--- src/hw/rtl/spwgw_pkg.sv ---
// Shared constants, types and helpers for the SPI panel GRAM writer.
package spwgw_pkg;

  // Panel geometry
  localparam int PANEL_WIDTH  = 240;
  localparam int PANEL_HEIGHT = 320;
  localparam int PIXEL_COUNT  = PANEL_WIDTH * PANEL_HEIGHT;
  localparam int PIX_AW       = $clog2(PIXEL_COUNT);

  // Field widths
  localparam int PIX_W   = 16;
  localparam int COORD_W = 16;
  localparam int BYTE_W  = 8;

  // Command codes
  localparam logic [BYTE_W-1:0] CMD_SWRESET = 8'h01;
  localparam logic [BYTE_W-1:0] CMD_SLPOUT  = 8'h11;
  localparam logic [BYTE_W-1:0] CMD_INVOFF  = 8'h20;
  localparam logic [BYTE_W-1:0] CMD_INVON   = 8'h21;
  localparam logic [BYTE_W-1:0] CMD_DISPOFF = 8'h28;
  localparam logic [BYTE_W-1:0] CMD_DISPON  = 8'h29;
  localparam logic [BYTE_W-1:0] CMD_RAMWR   = 8'h2C;
  localparam logic [BYTE_W-1:0] CMD_CASET   = 8'h2A;
  localparam logic [BYTE_W-1:0] CMD_RASET   = 8'h2B;

  // Window arguments per CASET or RASET
  localparam int ARG_COUNT = 4;
  localparam int ARG_CW    = $clog2(ARG_COUNT + 1);

  // Full-panel window limits
  localparam logic [COORD_W-1:0] COL_LAST = COORD_W'(PANEL_WIDTH - 1);
  localparam logic [COORD_W-1:0] ROW_LAST = COORD_W'(PANEL_HEIGHT - 1);

  // Stream payload widths
  localparam int S_TDATA_W = 32;
  localparam int S_TUSER_W = 2;
  localparam int M_TDATA_W = 24;

  // Pixel memory write request
  typedef struct packed {
    logic              en;
    logic [PIX_AW-1:0] addr;
    logic [PIX_W-1:0]  data;
  } gram_wr_t;

  // Display mode flags
  typedef struct packed {
    logic display_on;
    logic asleep;
    logic inverted;
  } mode_t;

  // Linear pixel address from an on-panel cursor position
  function automatic logic [PIX_AW-1:0] pixel_addr(input logic [COORD_W-1:0] row,
                                                   input logic [COORD_W-1:0] col);
    logic [PIX_AW-1:0] base;
    base = PIX_AW'(row) * PIX_AW'(PANEL_WIDTH);
    return base + PIX_AW'(col);
  endfunction

endpackage

--- src/hw/rtl/spwgw_cmd.sv ---
// Command decoder: mode flags, address window, write cursor and pixel assembly.
module spwgw_cmd (
  input  logic                             clk,
  input  logic                             rst,
  input  logic                             byte_valid,
  input  logic                             data_not_command,
  input  logic [spwgw_pkg::BYTE_W-1:0]     spi_byte,
  output spwgw_pkg::gram_wr_t              gram_wr,
  output spwgw_pkg::mode_t                 mode
);
  import spwgw_pkg::*;

  logic [BYTE_W-1:0]  current_command;
  logic [BYTE_W-1:0]  arg_bytes [ARG_COUNT-1];
  logic [ARG_CW-1:0]  arg_count;
  logic [COORD_W-1:0] column_start, column_end, row_start, row_end;
  logic [COORD_W-1:0] cursor_column, cursor_row;
  logic [COORD_W-1:0] cursor_column_next, cursor_row_next;
  logic               pixel_phase;
  logic [BYTE_W-1:0]  pixel_high_byte;
  logic               asleep, display_on, inverted;

  logic is_data, is_cmd, is_window, arg_done, pixel_done, on_panel;

  assign is_data   = byte_valid && data_not_command;
  assign is_cmd    = byte_valid && !data_not_command;
  assign is_window = (current_command == CMD_CASET) || (current_command == CMD_RASET);
  assign arg_done  = is_data && is_window && (arg_count == ARG_CW'(ARG_COUNT - 1));
  assign pixel_done = is_data && (current_command == CMD_RAMWR) && pixel_phase;
  assign on_panel  = (cursor_column < COORD_W'(PANEL_WIDTH)) &&
                     (cursor_row < COORD_W'(PANEL_HEIGHT));

  // Advance the cursor, wrapping inside the window
  always_comb begin
    if (cursor_column >= column_end) begin
      cursor_column_next = column_start;
      cursor_row_next    = (cursor_row >= row_end) ? row_start : cursor_row + 1'b1;
    end else begin
      cursor_column_next = cursor_column + 1'b1;
      cursor_row_next    = cursor_row;
    end
  end

  // Pixel memory write, dropped off the panel
  assign gram_wr.en   = pixel_done && on_panel;
  assign gram_wr.addr = pixel_addr(cursor_row, cursor_column);
  assign gram_wr.data = {pixel_high_byte, spi_byte};

  assign mode.display_on = display_on;
  assign mode.asleep     = asleep;
  assign mode.inverted   = inverted;

  // Control state
  always_ff @(posedge clk) begin
    if (rst) begin
      current_command <= '0;
      arg_count       <= '0;
      column_start    <= '0;
      column_end      <= COL_LAST;
      row_start       <= '0;
      row_end         <= ROW_LAST;
      cursor_column   <= '0;
      cursor_row      <= '0;
      pixel_phase     <= 1'b0;
      asleep          <= 1'b1;
      display_on      <= 1'b0;
      inverted        <= 1'b0;
    end else if (is_cmd) begin
      current_command <= spi_byte;
      arg_count       <= '0;
      pixel_phase     <= 1'b0;
      unique case (spi_byte)
        CMD_SWRESET: begin
          asleep        <= 1'b1;
          display_on    <= 1'b0;
          inverted      <= 1'b0;
          column_start  <= '0;
          column_end    <= COL_LAST;
          row_start     <= '0;
          row_end       <= ROW_LAST;
          cursor_column <= '0;
          cursor_row    <= '0;
        end
        CMD_SLPOUT:  asleep     <= 1'b0;
        CMD_INVOFF:  inverted   <= 1'b0;
        CMD_INVON:   inverted   <= 1'b1;
        CMD_DISPOFF: display_on <= 1'b0;
        CMD_DISPON:  display_on <= 1'b1;
        CMD_RAMWR: begin
          cursor_column <= column_start;
          cursor_row    <= row_start;
        end
        default: ;
      endcase
    end else if (is_data) begin
      // Collect window arguments, drop any beyond the fourth
      if (is_window && (arg_count < ARG_CW'(ARG_COUNT))) begin
        arg_count <= arg_count + 1'b1;
      end
      if (arg_done && (current_command == CMD_CASET)) begin
        column_start <= {arg_bytes[0], arg_bytes[1]};
        column_end   <= {arg_bytes[2], spi_byte};
      end
      if (arg_done && (current_command == CMD_RASET)) begin
        row_start <= {arg_bytes[0], arg_bytes[1]};
        row_end   <= {arg_bytes[2], spi_byte};
      end
      // Pair bytes into pixels, high byte first
      if (current_command == CMD_RAMWR) begin
        pixel_phase <= !pixel_phase;
      end
      if (pixel_done) begin
        cursor_column <= cursor_column_next;
        cursor_row    <= cursor_row_next;
      end
    end
  end

  // Argument and pixel byte holding registers
  always_ff @(posedge clk) begin
    if (is_data && is_window) begin
      for (int i = 0; i < ARG_COUNT - 1; i++) begin
        if (arg_count == ARG_CW'(i)) begin
          arg_bytes[i] <= spi_byte;
        end
      end
    end
    if (is_data && (current_command == CMD_RAMWR) && !pixel_phase) begin
      pixel_high_byte <= spi_byte;
    end
  end

  a_arg_count_max: assert property (@(posedge clk) disable iff (rst)
    arg_count <= ARG_CW'(ARG_COUNT))
    else $error("argument count past four");

  a_cmd_clears_phase: assert property (@(posedge clk) disable iff (rst)
    is_cmd |=> !pixel_phase && (arg_count == '0))
    else $error("command did not clear pixel phase or argument count");

  a_write_on_panel: assert property (@(posedge clk) disable iff (rst)
    gram_wr.en |-> (gram_wr.addr < PIX_AW'(PIXEL_COUNT)))
    else $error("pixel write beyond panel");

endmodule

--- config.mk ---
export PLATFORM = sky130hd
export DESIGN_NAME = spwgw_cmd
export DESIGN_NICKNAME = d
export VERILOG_FILES = /design/src/hw/rtl/spwgw_pkg.sv /design/src/hw/rtl/spwgw_cmd.sv
export SDC_FILE = /design/constraint.sdc
export NUM_CORES = 1
export LEC_CHECK = 0
export BUFFER_PORTS_ARGS = -buffer_cell sky130_fd_sc_hd__buf_2
export CAP_MARGIN = 40
export CORE_MARGIN = 8
export CORE_UTILIZATION = 40
export DETAILED_ROUTE_END_ITERATION = 8
export PLACE_DENSITY = 0.68
export SYNTH_ARGS = -nofsm -noshare
export SYNTH_HDL_FRONTEND = slang
export SYNTH_SLANG_ARGS = --single-unit
--- constraint.sdc ---
create_clock -name clk -period 7.55 [get_ports clk]
set_input_delay 1.51 -clock clk [delete_from_list [all_inputs] [get_ports clk]]
set_output_delay 1.51 -clock clk [all_outputs]
set_load 0.02 [all_outputs]
==> impl_metrics.toml <==
[grt]
grt_max_degree = 73
grt_antenna_before_repair = 0
grt_pass1_vias = 6943
grt-ovfl-total = 0
grtUsageTotal_pct = 16.9
grt_pass1_wl_um = 36600

[timing]
finalMaxSlewViolations = 0
min_period_over_period_pct = 81.1
hold_viol = 0
worst_clock_skew_ns = 0.0123
timing.max_slew.rel_slack_pct = 44.0
setup_tns_ns = 0
post-route-min-period_ns = 6.12
fmax_mhz = 163
rsz0062_at_grt = "no"
worst_slew_pin_slew_ns = 0.840
finalSetupViolations = 0

[critical_path]
reg2reg_to = "cursor_row[14]"
r2r_cells = 8
critical_path_required_ns = 6.04
critPathKind = "flop to primary output"
critPathMaxFanout = 6
worst-r2r-setup-slack_ns = 4.46
crit_arrival_ns = 4.61
end_kind = "primary output"
r2r_start = "cursor_column[13]"
start_kind = "flop"

[clock_network]
post-cts-setup-buffers = 0
clk_pin_slew_ns = 0.06
clk_latency_ns = 0.42
cts_root_buf = "clkbuf_16"
numCtsBuffers = 17
cts_sinks = 143
post_cts_resized = 0
tritoncts = "built"
cts_buffer_depth = 2
h-tree-depth = 4
cts_hold_buf = 0

[route]
vias_per_cell = 5.71
wire_per_inst_um = 17.8
drcViolationCount = 0
drtIter0Drc = 712
drtAntennaViolNets = 0
drt_first_pass_iters = 6
wl_um = 23000
num_vias = 7393

[synthesis]
synth_common_cells = "nand3_1, a21oi_1, dfxtp_1"
ys_types = 75
syn_nets = 1105
synthArstFlopShare_pct = 0
ys_top_cells_by_area = "dfxtp_1, edfxtp_1, ha_1"
ys_seq_area_share_pct = 36.0
yosysWarnings = 0
postSynthCellCount = 999
synth_area_sq_um = 8850
synth_edf_count = 32
synth_top_area_share_pct = 25.1
synth_seq_cells = 143
synth_ff_type = "dfxtp_1"
yosysMostFrequentCell = "nand3_1"
yosysTopAreaCell = "dfxtp_1"
syn_area_per_cell_sq_um = 8.86

[floorplan]
initial_utilization_pct = 40.7
dieArea_sq_um = 27100
rows = 54
dieHeight_um = 165
die_w_um = 165
io_pins = 49
core_area_sq_um = 21800

[flow_run]
timing.max_cap.violations = 0

[place]
dpl.hpwl_um = 15900
placed_area_sq_um = 9120
globalplace.congestion = 0.869
io_buffers = 48

[layout]
fill_cells = 2145
stdcell_area_sq_um = 9720
antenna_cells = 0
drive_gt1_share_pct = 11.5
syn2layout_area_growth_pct = 9.81
final_nets = 1107

[power]
leakagePower_nw = 3.98
peakVddDrop_mv = 0.162
powerDensity_nw_per_um2 = 177

[worst_hold_path]
min-delay-start = "current_command[4]"
hold_end = "current_command[4]"
hold_class = "flop to flop"
min_path_cells = 2

[outcome]
status = "completed"
-- metrics by stage --
| stage | hold WS [ns] | cells | util, % | power (W) | worst slack (ns) |
|---|---|---|---|---|---|
| finish | 0.459 | 1294 | 44.7 | 0.00172 | 1.43 |
| global route | 0.473 | 1294 | 44.7 | 0.00176 | 1.15 |
| CTS | 0.462 | 1294 | 44.7 | 0.00173 | 1.37 |
| detailed placement | 0.454 | 1262 | 41.9 | 0.000864 | 1.84 |
| global placement | 0.442 | 1260 | 41.8 | 0.000863 | 1.92 |
| floorplan | 0.431 | 999 | - | 0.000846 | 2.06 |
-- how the worst max path moves through the flow --
stage	startpoint	to	slack (ns)	cells after the start
after global placement	cursor_row[0]	gram_wr[32]	1.92	16
after CTS	cursor_row[2]	gram_wr[32]	1.37	15
final	cursor_row[2]	gram_wr[32]	1.43	15
after detailed placement	cursor_row[2]	gram_wr[32]	1.84	15
after floorplan	cursor_row[0]	gram_wr[32]	2.06	15
after global routing	cursor_row[0]	gram_wr[31]	1.15	16
-- registers in the layout (all words and copies together), names as in the netlist --
signal,cells
column_start,16
row_start,16
row_end,16
current_command,8
arg_bytes,24
pixel_high_byte,8
display_on,1
column_end,16
arg_count,3
asleep,1
pixel_phase,1
cursor_column,16
inverted,1
cursor_row,16
-- cell type report --
type | count | area (sq um) | area share, %
Multi-Input combinational cell | 703 | 4960 | 51.1
Sequential cell | 143 | 3180 | 32.8
Clock buffer | 19 | 433 | 4.45
Tap cell | 280 | 350 | 3.60
Timing Repair Buffer | 57 | 322 | 3.31
Inverter | 79 | 297 | 3.05
Clock inverter | 13 | 169 | 1.74
-- metal layers --
| layer | global-route usage [%] | up-vias | share of wire, % |
|---|---|---|---|
| li1 | - | 3561 | - |
| met1 | 23.3 | 3549 | 46 |
| met2 | 26.1 | 254 | 46 |
| met3 | 3.39 | 29 | 6.4 |
| met4 | 5.36 | 0 | 1.6 |
| met5 | 0 | - | 0 |
-- critical path, stage by stage, from the launching register on --
cell and delay [ns]:
dfxtp_1 0.47, inv_1 0.17, fa_1 0.52, fa_1 0.51, inv_1 0.04, ha_1 0.32
a21oi_1 0.21, xnor2_1 0.15, ha_1 0.28, or2_2 0.30, a31o_2 0.25, a21o_1 0.19
a31oi_1 0.27, o21ai_0 0.18, xnor2_1 0.14, buf_2 0.18
-- cells in the final DEF, fill, tap and decap left out, types with 5 or more instances in the layout --
cell,n
a21o_1,11
a21oi_1,111
a22oi_1,5
a311oi_1,5
a31oi_1,8
a32oi_1,5
and2_1,17
and3_1,16
buf_2,47
buf_4,8
clkbuf_16,17
dfxtp_1,111
edfxtp_1,32
fa_1,20
ha_1,74
inv_1,79
nand2_1,49
nand3_1,115
nand3b_1,6
nand4_1,9
nor2_1,52
nor2b_1,11
nor3_1,38
nor4_1,5
o211ai_1,8
o21ai_0,10
o21bai_1,15
o32ai_1,14
or3_1,9
xnor2_1,20
xor2_1,5
-- cells by family (layout without fill, tap and decap cells) --
family | Yosys count | in the layout | share of synthesized area [%]
multiplexers | 1 | 1 | 0.113
adder cells (fa/ha/maj) | 94 | 94 | 15.0
XOR/XNOR | 25 | 25 | 2.47
buffers and inverters | 153 | 168 | 8.09
AND/OR/NAND/NOR | 355 | 355 | 21.3
AO/OA/AOI/OAI | 228 | 228 | 17.1
flip-flops | 143 | 143 | 36.0
-- power by group --
part	total [W]	internal (W)	switching (W)	leakage (nW)
logic	0.0000631	0.0000149	0.0000483	2.50
registers	0.000785	0.000783	0.00000169	1.18
clock network	0.000870	0.000548	0.000322	0.294
total	0.00172	0.00135	0.000372	3.98
Power figures use the tool's default switching activity.
