$ cat src/hw/rtl/spwgw_pkg.sv
// Shared constants, types and helpers for the SPI panel GRAM writer.
package spwgw_pkg;

  // Panel geometry
  localparam int PANEL_WIDTH  = 240;
  localparam int PANEL_HEIGHT = 320;
  localparam int PIXEL_COUNT  = PANEL_WIDTH * PANEL_HEIGHT;
  localparam int PIX_AW       = $clog2(PIXEL_COUNT);

  // Field widths
  localparam int PIX_W   = 16;
  localparam int COORD_W = 16;
  localparam int BYTE_W  = 8;

  // Command codes
  localparam logic [BYTE_W-1:0] CMD_SWRESET = 8'h01;
  localparam logic [BYTE_W-1:0] CMD_SLPOUT  = 8'h11;
  localparam logic [BYTE_W-1:0] CMD_INVOFF  = 8'h20;
  localparam logic [BYTE_W-1:0] CMD_INVON   = 8'h21;
  localparam logic [BYTE_W-1:0] CMD_DISPOFF = 8'h28;
  localparam logic [BYTE_W-1:0] CMD_DISPON  = 8'h29;
  localparam logic [BYTE_W-1:0] CMD_RAMWR   = 8'h2C;
  localparam logic [BYTE_W-1:0] CMD_CASET   = 8'h2A;
  localparam logic [BYTE_W-1:0] CMD_RASET   = 8'h2B;

  // Window arguments per CASET or RASET
  localparam int ARG_COUNT = 4;
  localparam int ARG_CW    = $clog2(ARG_COUNT + 1);

  // Full-panel window limits
  localparam logic [COORD_W-1:0] COL_LAST = COORD_W'(PANEL_WIDTH - 1);
  localparam logic [COORD_W-1:0] ROW_LAST = COORD_W'(PANEL_HEIGHT - 1);

  // Stream payload widths
  localparam int S_TDATA_W = 32;
  localparam int S_TUSER_W = 2;
  localparam int M_TDATA_W = 24;

  // Pixel memory write request
  typedef struct packed {
    logic              en;
    logic [PIX_AW-1:0] addr;
    logic [PIX_W-1:0]  data;
  } gram_wr_t;

  // Display mode flags
  typedef struct packed {
    logic display_on;
    logic asleep;
    logic inverted;
  } mode_t;

  // Linear pixel address from an on-panel cursor position
  function automatic logic [PIX_AW-1:0] pixel_addr(input logic [COORD_W-1:0] row,
                                                   input logic [COORD_W-1:0] col);
    logic [PIX_AW-1:0] base;
    base = PIX_AW'(row) * PIX_AW'(PANEL_WIDTH);
    return base + PIX_AW'(col);
  endfunction

endpackage

$ cat src/hw/rtl/spwgw_read.sv
// Read pipeline: blanking and inversion of the pixel read, result register.
module spwgw_read (
  input  logic                          clk,
  input  logic                          rst,
  input  logic                          cfg_wr_en,
  input  logic                          cfg_wr_data,
  input  logic                          read_accept,
  input  logic [spwgw_pkg::PIX_AW-1:0]  read_index,
  input  logic                          backlight_pin,
  input  spwgw_pkg::mode_t              mode,
  input  logic [spwgw_pkg::PIX_W-1:0]   rd_data,
  output logic                          ready,
  output logic                          out_valid,
  input  logic                          out_ready,
  output logic [spwgw_pkg::PIX_W-1:0]   out_pixel,
  output spwgw_pkg::mode_t              out_mode
);
  import spwgw_pkg::*;

  logic  backlight_active_low;
  logic  s1_valid, s1_show, s1_go;
  mode_t s1_mode;

  assign s1_go = s1_valid && (!out_valid || out_ready);
  assign ready = !s1_valid || s1_go;

  // Configuration register
  always_ff @(posedge clk) begin
    if (rst) begin
      backlight_active_low <= 1'b1;
    end else if (cfg_wr_en) begin
      backlight_active_low <= cfg_wr_data;
    end
  end

  // Stage 1: memory read in flight
  always_ff @(posedge clk) begin
    if (rst) begin
      s1_valid <= 1'b0;
    end else if (read_accept) begin
      s1_valid <= 1'b1;
    end else if (s1_go) begin
      s1_valid <= 1'b0;
    end
  end

  always_ff @(posedge clk) begin
    if (read_accept) begin
      s1_mode <= mode;
      s1_show <= mode.display_on && !mode.asleep &&
                 (backlight_pin ^ backlight_active_low) &&
                 (read_index < PIX_AW'(PIXEL_COUNT));
    end
  end

  // Result register
  always_ff @(posedge clk) begin
    if (rst) begin
      out_valid <= 1'b0;
    end else if (s1_go) begin
      out_valid <= 1'b1;
    end else if (out_ready) begin
      out_valid <= 1'b0;
    end
  end

  always_ff @(posedge clk) begin
    if (s1_go) begin
      out_pixel <= s1_show ? (rd_data ^ {PIX_W{s1_mode.inverted}}) : '0;
      out_mode  <= s1_mode;
    end
  end

  a_s1_hold: assert property (@(posedge clk) disable iff (rst)
    s1_valid && !s1_go |=> s1_valid)
    else $error("read stage dropped while stalled");

  a_no_accept_stalled: assert property (@(posedge clk) disable iff (rst)
    s1_valid && !s1_go |-> !read_accept)
    else $error("read accepted into a stalled stage");

endmodule

$ cat config.mk
export PLATFORM = sky130hd
export DESIGN_NAME = spwgw_read
export DESIGN_NICKNAME = d
export VERILOG_FILES = /design/src/hw/rtl/spwgw_pkg.sv /design/src/hw/rtl/spwgw_read.sv
export SDC_FILE = /design/constraint.sdc
export NUM_CORES = 1
export LEC_CHECK = 0
export BUFFER_PORTS_ARGS = -buffer_cell sky130_fd_sc_hd__buf_2
export CAP_MARGIN = 10
export CORE_ASPECT_RATIO = 0.75
export CORE_UTILIZATION = 38
export CTS_CLUSTER_DIAMETER = 80
export DETAILED_ROUTE_END_ITERATION = 10
export PLACE_DENSITY = 0.86
export SETUP_SLACK_MARGIN = 0.4
export SLEW_MARGIN = 15
export SYNTH_ARGS = -nofsm -noshare
export SYNTH_HDL_FRONTEND = slang
export SYNTH_SLANG_ARGS = --single-unit
$ cat constraint.sdc
create_clock -name clk -period 1.55 [get_ports clk]
set_input_delay 0 -clock clk [delete_from_list [all_inputs] [get_ports clk]]
set_output_delay 0 -clock clk [all_outputs]
set_load 0.1 [all_outputs]
==> results of run 1 <==
-- critical path: cells and delay by family (launching register included) --
family,cells,cell delay [ns]
flops,1,0.41
buf+inv,1,0.19
xor+xnor,1,0.15
simple gates,1,0.15
-- per-stage QoR --
step | hold slack [ns] | worst slack [ns] | total power [mW] | instances | area, um^2
floorplan | 0.0627 | 0.238 | 1.14 | 76 | 1140
global placement | 0.180 | 0.423 | 1.21 | 165 | 1440
detailed placement | 0.187 | 0.402 | 1.22 | 165 | 1440
CTS | 0.00186 | 0.404 | 1.60 | 175 | 1550
global route | 0.0256 | 0.360 | 1.66 | 176 | 1560
finish | 0.0345 | 0.417 | 1.59 | 176 | 1560
-- state kept, by name, indices dropped and copies added (netlist names) --
register	flops
s1_valid	1
out_pixel	16
out_valid	1
backlight_active_low	1
out_mode	3
s1_show	1
s1_mode	3
-- cells by family after synthesis --
| logic type | count (synthesis) |
|---|---|
| flip-flops | 26 |
| buffers and inverters | 3 |
| XOR/XNOR | 16 |
| AO/OA/AOI/OAI | 5 |
| AND/OR/NAND/NOR | 26 |
-- final cells by class --
cell class                      instances  area [um^2]
Clock buffer                            4         45.0
Multi-Input combinational cell         47          348
Tap cell                               36         45.0
Sequential cell                        26          754
Fill cell                             229         1140
Timing Repair Buffer                   63          372
-- what timing repair did --
action                                 4_1_cts  5_1_grt
setup endpoints to repair                    3       30
hold buffers                                 6        1
endpoints found under the hold margin        6        4
gates resized for setup                      2        2
-- placed cells by master, fill, tap and decap left out, types with 2 or more instances in the layout --
master	n
and2_1	16
buf_2	52
buf_6	3
clkbuf_8	3
dfxtp_1	2
dlygate4sd3_1	7
edfxtp_1	23
nor2_1	3
nor2b_1	2
nor2b_4	2
xor2_1	16
-- layer usage --
metal | track usage | wire length [um] | vias up
li1 | - | - | 386
met1 | 0.141 | 766 | 347
met2 | 0.249 | 979 | 47
met3 | 0.0491 | 184 | 2
met4 | 0.0519 | 13 | 0
met5 | 0 | 0 | -
-- worst paths after layout --
kind / end / cells past startpoint / slack, ns
setup / recovery: out_pixel[14] / 3 / 0.42
hold / removal: s1_show / 2 / 0.03
setup reg to reg: out_pixel[14] / 3 / 0.42
hold reg to reg: out_mode[1] / 0 / 0.42
-- power by group through the flow --
| stage | Combinational, mW | Clock (mW) | Sequential (mW) |
|---|---|---|---|
| 5_1_grt | 0.417 | 0.409 | 0.833 |
| 3_3_place_gp | 0.375 | 0 | 0.840 |
| 6_report | 0.396 | 0.369 | 0.826 |
| 2_1_floorplan | 0.0977 | 0 | 1.04 |
| 3_5_place_dp | 0.381 | 0 | 0.843 |
| 4_1_cts | 0.395 | 0.382 | 0.827 |
==> flow_summary_export.csv, run 1 <==
group,metric,value,unit
yosys,syn-num-nets,119,
yosys,syn_inst,76,
clock_network,cts_tree,"yes",
yosys,seq_area_frac_synth,0.673,
floorplan,dieWidth,64.6,um
critical_path,rr_startpoint,"s1_mode[0]",
timing,drv_slew,0,
cells_and_area,nets,184,
yosys,synthAdderAreaFrac,0,
route,wl_per_cell,11.0,um
yosys,async_flop_share,0,
yosys,synth_top_area_share,0.619,
clock_network,post_cts_buffers,0,
power,ir_drop,0.531,mV
clock_network,clock-sinks,26,
yosys,synth.area.mux_share,0,
timing,clock_skew,0.00183,ns
route,drt-initial-drc-count,26,
critical_path,critical_path.max_stage_delay,0.41,ns
run,maxCapViolCount,0,
route,ant_nets,0,
clock_network,clk_latency,0.26,ns
global_routing,grt_pass1_wl,3130,um
yosys,synthTopCellsByArea,"edfxtp_1 (62%), xor2_1 (13%), and2_1 (9.0%)",
floorplan,core,2700,um^2
timing,max_freq,0.883,GHz
clock_network,cts-root-buf,"clkbuf_8",
power,power.sequential.fraction,0.519,
global_routing,grt_pass1_vias,751,
floorplan,dieArea,3160,um^2
critical_path,startpoint,"s1_mode[0]",
min_path,min_from,"read_index[16]",
power,p_switching,486,uW
cells_and_area,antenna_cells,0,
global_routing,antenna_found_initial,0,
route,viasPerCell,4.44,
power,p_clk_frac,0.232,
critical_path,worstSetupStartpointType,"flop",
yosys,syn_area,1120,um^2
clock_network,cts_htree_levels,1,
critical_path,end_kind,"flop",
global_routing,grt.overflow.total,0,
power,p_leak,0.673,nW
yosys,ys_seq_elements,26,
critical_path,crit_required,1.57,ns
cells_and_area,drive_gt1_frac,0.457,
route,vias,782,
timing,rsz0062_at_grt,"true",
yosys,synth_cell_types,16,
yosys,synth_warnings,0,
timing,hold_viol,0,
cells_and_area,final_core_util,0.579,
timing,tns,0,ns
timing,tightest_slew,0.488,ns
floorplan,initial_core_util,0.413,
critical_path,cp_max_fo,6,
critical_path,cp_cell_sequence,"buf_4 -> xor2_1 -> and2_1",
clock_network,cts_made_buffers,3,
yosys,synthFlopType,"edfxtp_1",
placed_design,routabilityCongestion,0.661,
route,drt_wl_total,1940,um
floorplan,pin_count,64,
timing,relSlewSlack,0.677,
floorplan,chipHeight,48.9,um
power,power_frac_comb,0.249,
yosys,syn_avg_cell_area,14.7,um^2
route,drc,0,
yosys,synth_xor_area_frac,0.126,
yosys,synth_top_family_by_area,"simple AND/OR/NAND/NOR gates",
power,pwr_density_cell,1020,nW/um^2
power,switching_share,0.306,
clock_network,path_clk_slew,0.08,ns
critical_path,crit_arrival,1.15,ns
yosys,synth_simple_gate_area_frac,0.133,
route,dr.pass1.iters,4,
yosys,yosysMostFrequentCell,"edfxtp_1",
critical_path,crit_slowest_cell,"edfxtp_1",
yosys,synth-edff-count,23,
global_routing,grt_max_degree,20,
yosys,yosys.area.top_type,"edfxtp_1",
power,p_int,1.10,mW
clock_network,clockBufferDepth,2,
critical_path,path_class,"flop to flop",
cells_and_area,area_delta_synth_final,40.1,%
yosys,synthTopCellsByCount,"edfxtp_1 (23), and2_1 (16), xor2_1 (16), nor2b_1 (4)",
placed_design,placement.io_buffers,53,
global_routing,grt_use_total,0.136,
min_path,hold_class,"input port to flop",
floorplan,rows,16,
yosys,synth_compound_area_frac,0.0370,
status,status,"completed",
timing,setup_viol,0,
timing,fin_crit_sh,0.731,
timing,layout_min_cycle_time,1.13,ns
Power figures use the tool's default switching activity.
==> run 2: changes to the inputs <==
- clock period: 1.55 -> 0.97 ns (I/O delays scaled with it)
==> run 2 against run 1 <==
Compared with the run above:
- the run now ends with negative hold slack, negative setup slack left
- global-route usage grew 2.7 points
- sequential share of layout area shrank 8.3 points
- register-to-register slack lost 0.63 ns
==> flow_summary_export.csv, run 2 (synthesis gave the netlist of run 1 again) <==
group,metric,value,unit
cells_and_area,area_delta_synth_final,69.7,%
clock_network,cts-root-buf,"clkbuf_8",
timing,setup_viol,38,
timing,tns,-4.22,ns
power,p_leak,0.806,nW
route,drt_wl_total,2360,um
timing,worst_slack,-0.214,ns
cells_and_area,layout_common_cells,"buf_2 (32), edfxtp_1 (23), buf_12 (23), xor2_1 (16), and2_1 (16)",
route,viasPerCell,4.49,
route,dr.pass1.iters,4,
floorplan,core,2700,um^2
min_path,hold_class,"input port to flop",
timing,layout_min_cycle_time,1.18,ns
floorplan,initial_core_util,0.413,
timing,max_freq,0.845,GHz
clock_network,cts_tree,"yes",
critical_path,reg2reg_depth,3,
placed_design,dp.final_hpwl,1870,um
power,pwr_density_cell,1450,nW/um^2
timing,tightest_slew,0.406,ns
critical_path,crit_slowest_cell,"edfxtp_1",
critical_path,end_kind,"flop",
cells_and_area,nets,181,
route,drc,0,
cells_and_area,drive_gt1_frac,0.533,
timing,relSlewSlack,0.730,
cells_and_area,largest_reg_flops,16,
clock_network,clock-sinks,26,
placed_design,routabilityCongestion,0.692,
critical_path,rr_endpoint,"out_pixel[8]",
clock_network,clockBufferDepth,2,
floorplan,rows,16,
critical_path,cp_max_fo,17,
clock_network,clk_latency,0.26,ns
route,vias,777,
status,violations,"negative hold slack, negative setup slack",
clock_network,path_clk_slew,0.08,ns
timing,holdWs,-0.0834,ns
critical_path,regToRegSetupSlack,-0.21,ns
route,ant_nets,0,
global_routing,grt.overflow.total,0,
timing,hold_viol,6,
global_routing,grt_max_degree,20,
power,total_power,2.74,mW
status,status,"finished, violations left",
route,drt-initial-drc-count,11,
cells_and_area,fillers,196,
clock_network,cts_htree_levels,1,
clock_network,cts_made_buffers,3,
power,ir_drop,0.738,mV
cells_and_area,layout_commonest_cell,"buf_2",
critical_path,crit_end,"out_pixel[8]",
floorplan,pin_count,64,
critical_path,startpoint,"s1_mode[0]",
cells_and_area,final_cells,173,
critical_path,crit_arrival,1.20,ns
placed_design,placement.io_buffers,53,
critical_path,critical_path.max_stage_delay,0.42,ns
global_routing,grt_pass1_vias,791,
critical_path,worstSetupStartpointType,"flop",
floorplan,chipHeight,48.9,um
critical_path,cp_cell_sequence,"buf_12 -> xor2_1 -> and2_1",
timing,clock_skew,0.00459,ns
run,maxCapViolCount,0,
critical_path,crit_required,0.99,ns
global_routing,antenna_found_initial,0,
timing,rsz0062_at_grt,"true",
cells_and_area,largest-register,"out_pixel",
critical_path,path_class,"flop to flop",
placed_design,pre_cts_ws,-0.187,ns
critical_path,rr_startpoint,"s1_mode[0]",
floorplan,dieWidth,64.6,um
global_routing,grt_pass1_wl,3700,um
route,wl_per_cell,13.6,um
timing,drv_slew,0,
cells_and_area,antenna_cells,0,
timing,fin_crit_sh,1.22,
cells_and_area,largestRegisters,"out_pixel (16), out_mode (3), s1_mode (3)",
global_routing,grt_use_total,0.163,
placed_design,post-place-cells,167,
floorplan,dieArea,3160,um^2
## run 2: timing repair
item	CTS	global route
endpoints found under the setup margin	63	63
resized for setup	7	2
setup buffers	1	1
hold endpoints to repair	6	6
pin swaps	3	2
## run 2: report_power, final
group | internal (mW) | switching (mW)
clock network | 0.293 | 0.304
registers | 1.30 | 0.0516
logic | 0.323 | 0.474
## run 2: per-stage QoR
step / cell area [um^2] / utilization
2_1_floorplan: 1140 / -
3_3_place_gp: 1800 / 0.664
3_5_place_dp: 1800 / 0.664
4_1_cts: 1880 / 0.695
5_1_grt: 1890 / 0.701
6_report: 1890 / 0.701
## run 2: area by class of cell
cell class	count	area [um^2]	share of cell area
clock buffers	4	45.0	0.0238
repair buffers	60	673	0.355
flip-flops and latches	26	756	0.399
well taps	36	45.0	0.0238
multi-input cells	47	375	0.198
## run 2: worst min path at each step
stage / start / to / slack (ns) / cells after the start
after CTS: mode[0] / s1_mode[0] / -0.09 / 1
after floorplan: rst / out_valid / 0.06 / 1
after global placement: mode[0] / s1_mode[0] / 0.18 / 1
after global routing: mode[0] / s1_mode[0] / -0.1 / 1
final: mode[0] / s1_mode[0] / -0.08 / 1
after detailed placement: mode[0] / s1_mode[0] / 0.19 / 1
## run 2: worst max-delay path, delay by kind of cell (launching register included)
| kind | cells | cell delay [ns] |
|---|---|---|
| buffers and inverters | 1 | 0.18 |
| DFF | 1 | 0.42 |
| xor gates and xnor gates | 1 | 0.16 |
| and+or+nand+nor | 1 | 0.18 |
## run 2: metal layers
layer	track usage	part of all wire	vias up
met1	0.162	0.37	351
li1	-	-	381
met5	0	0	-
met4	0.0778	0.028	0
met2	0.312	0.54	39
met3	0.0421	0.059	6
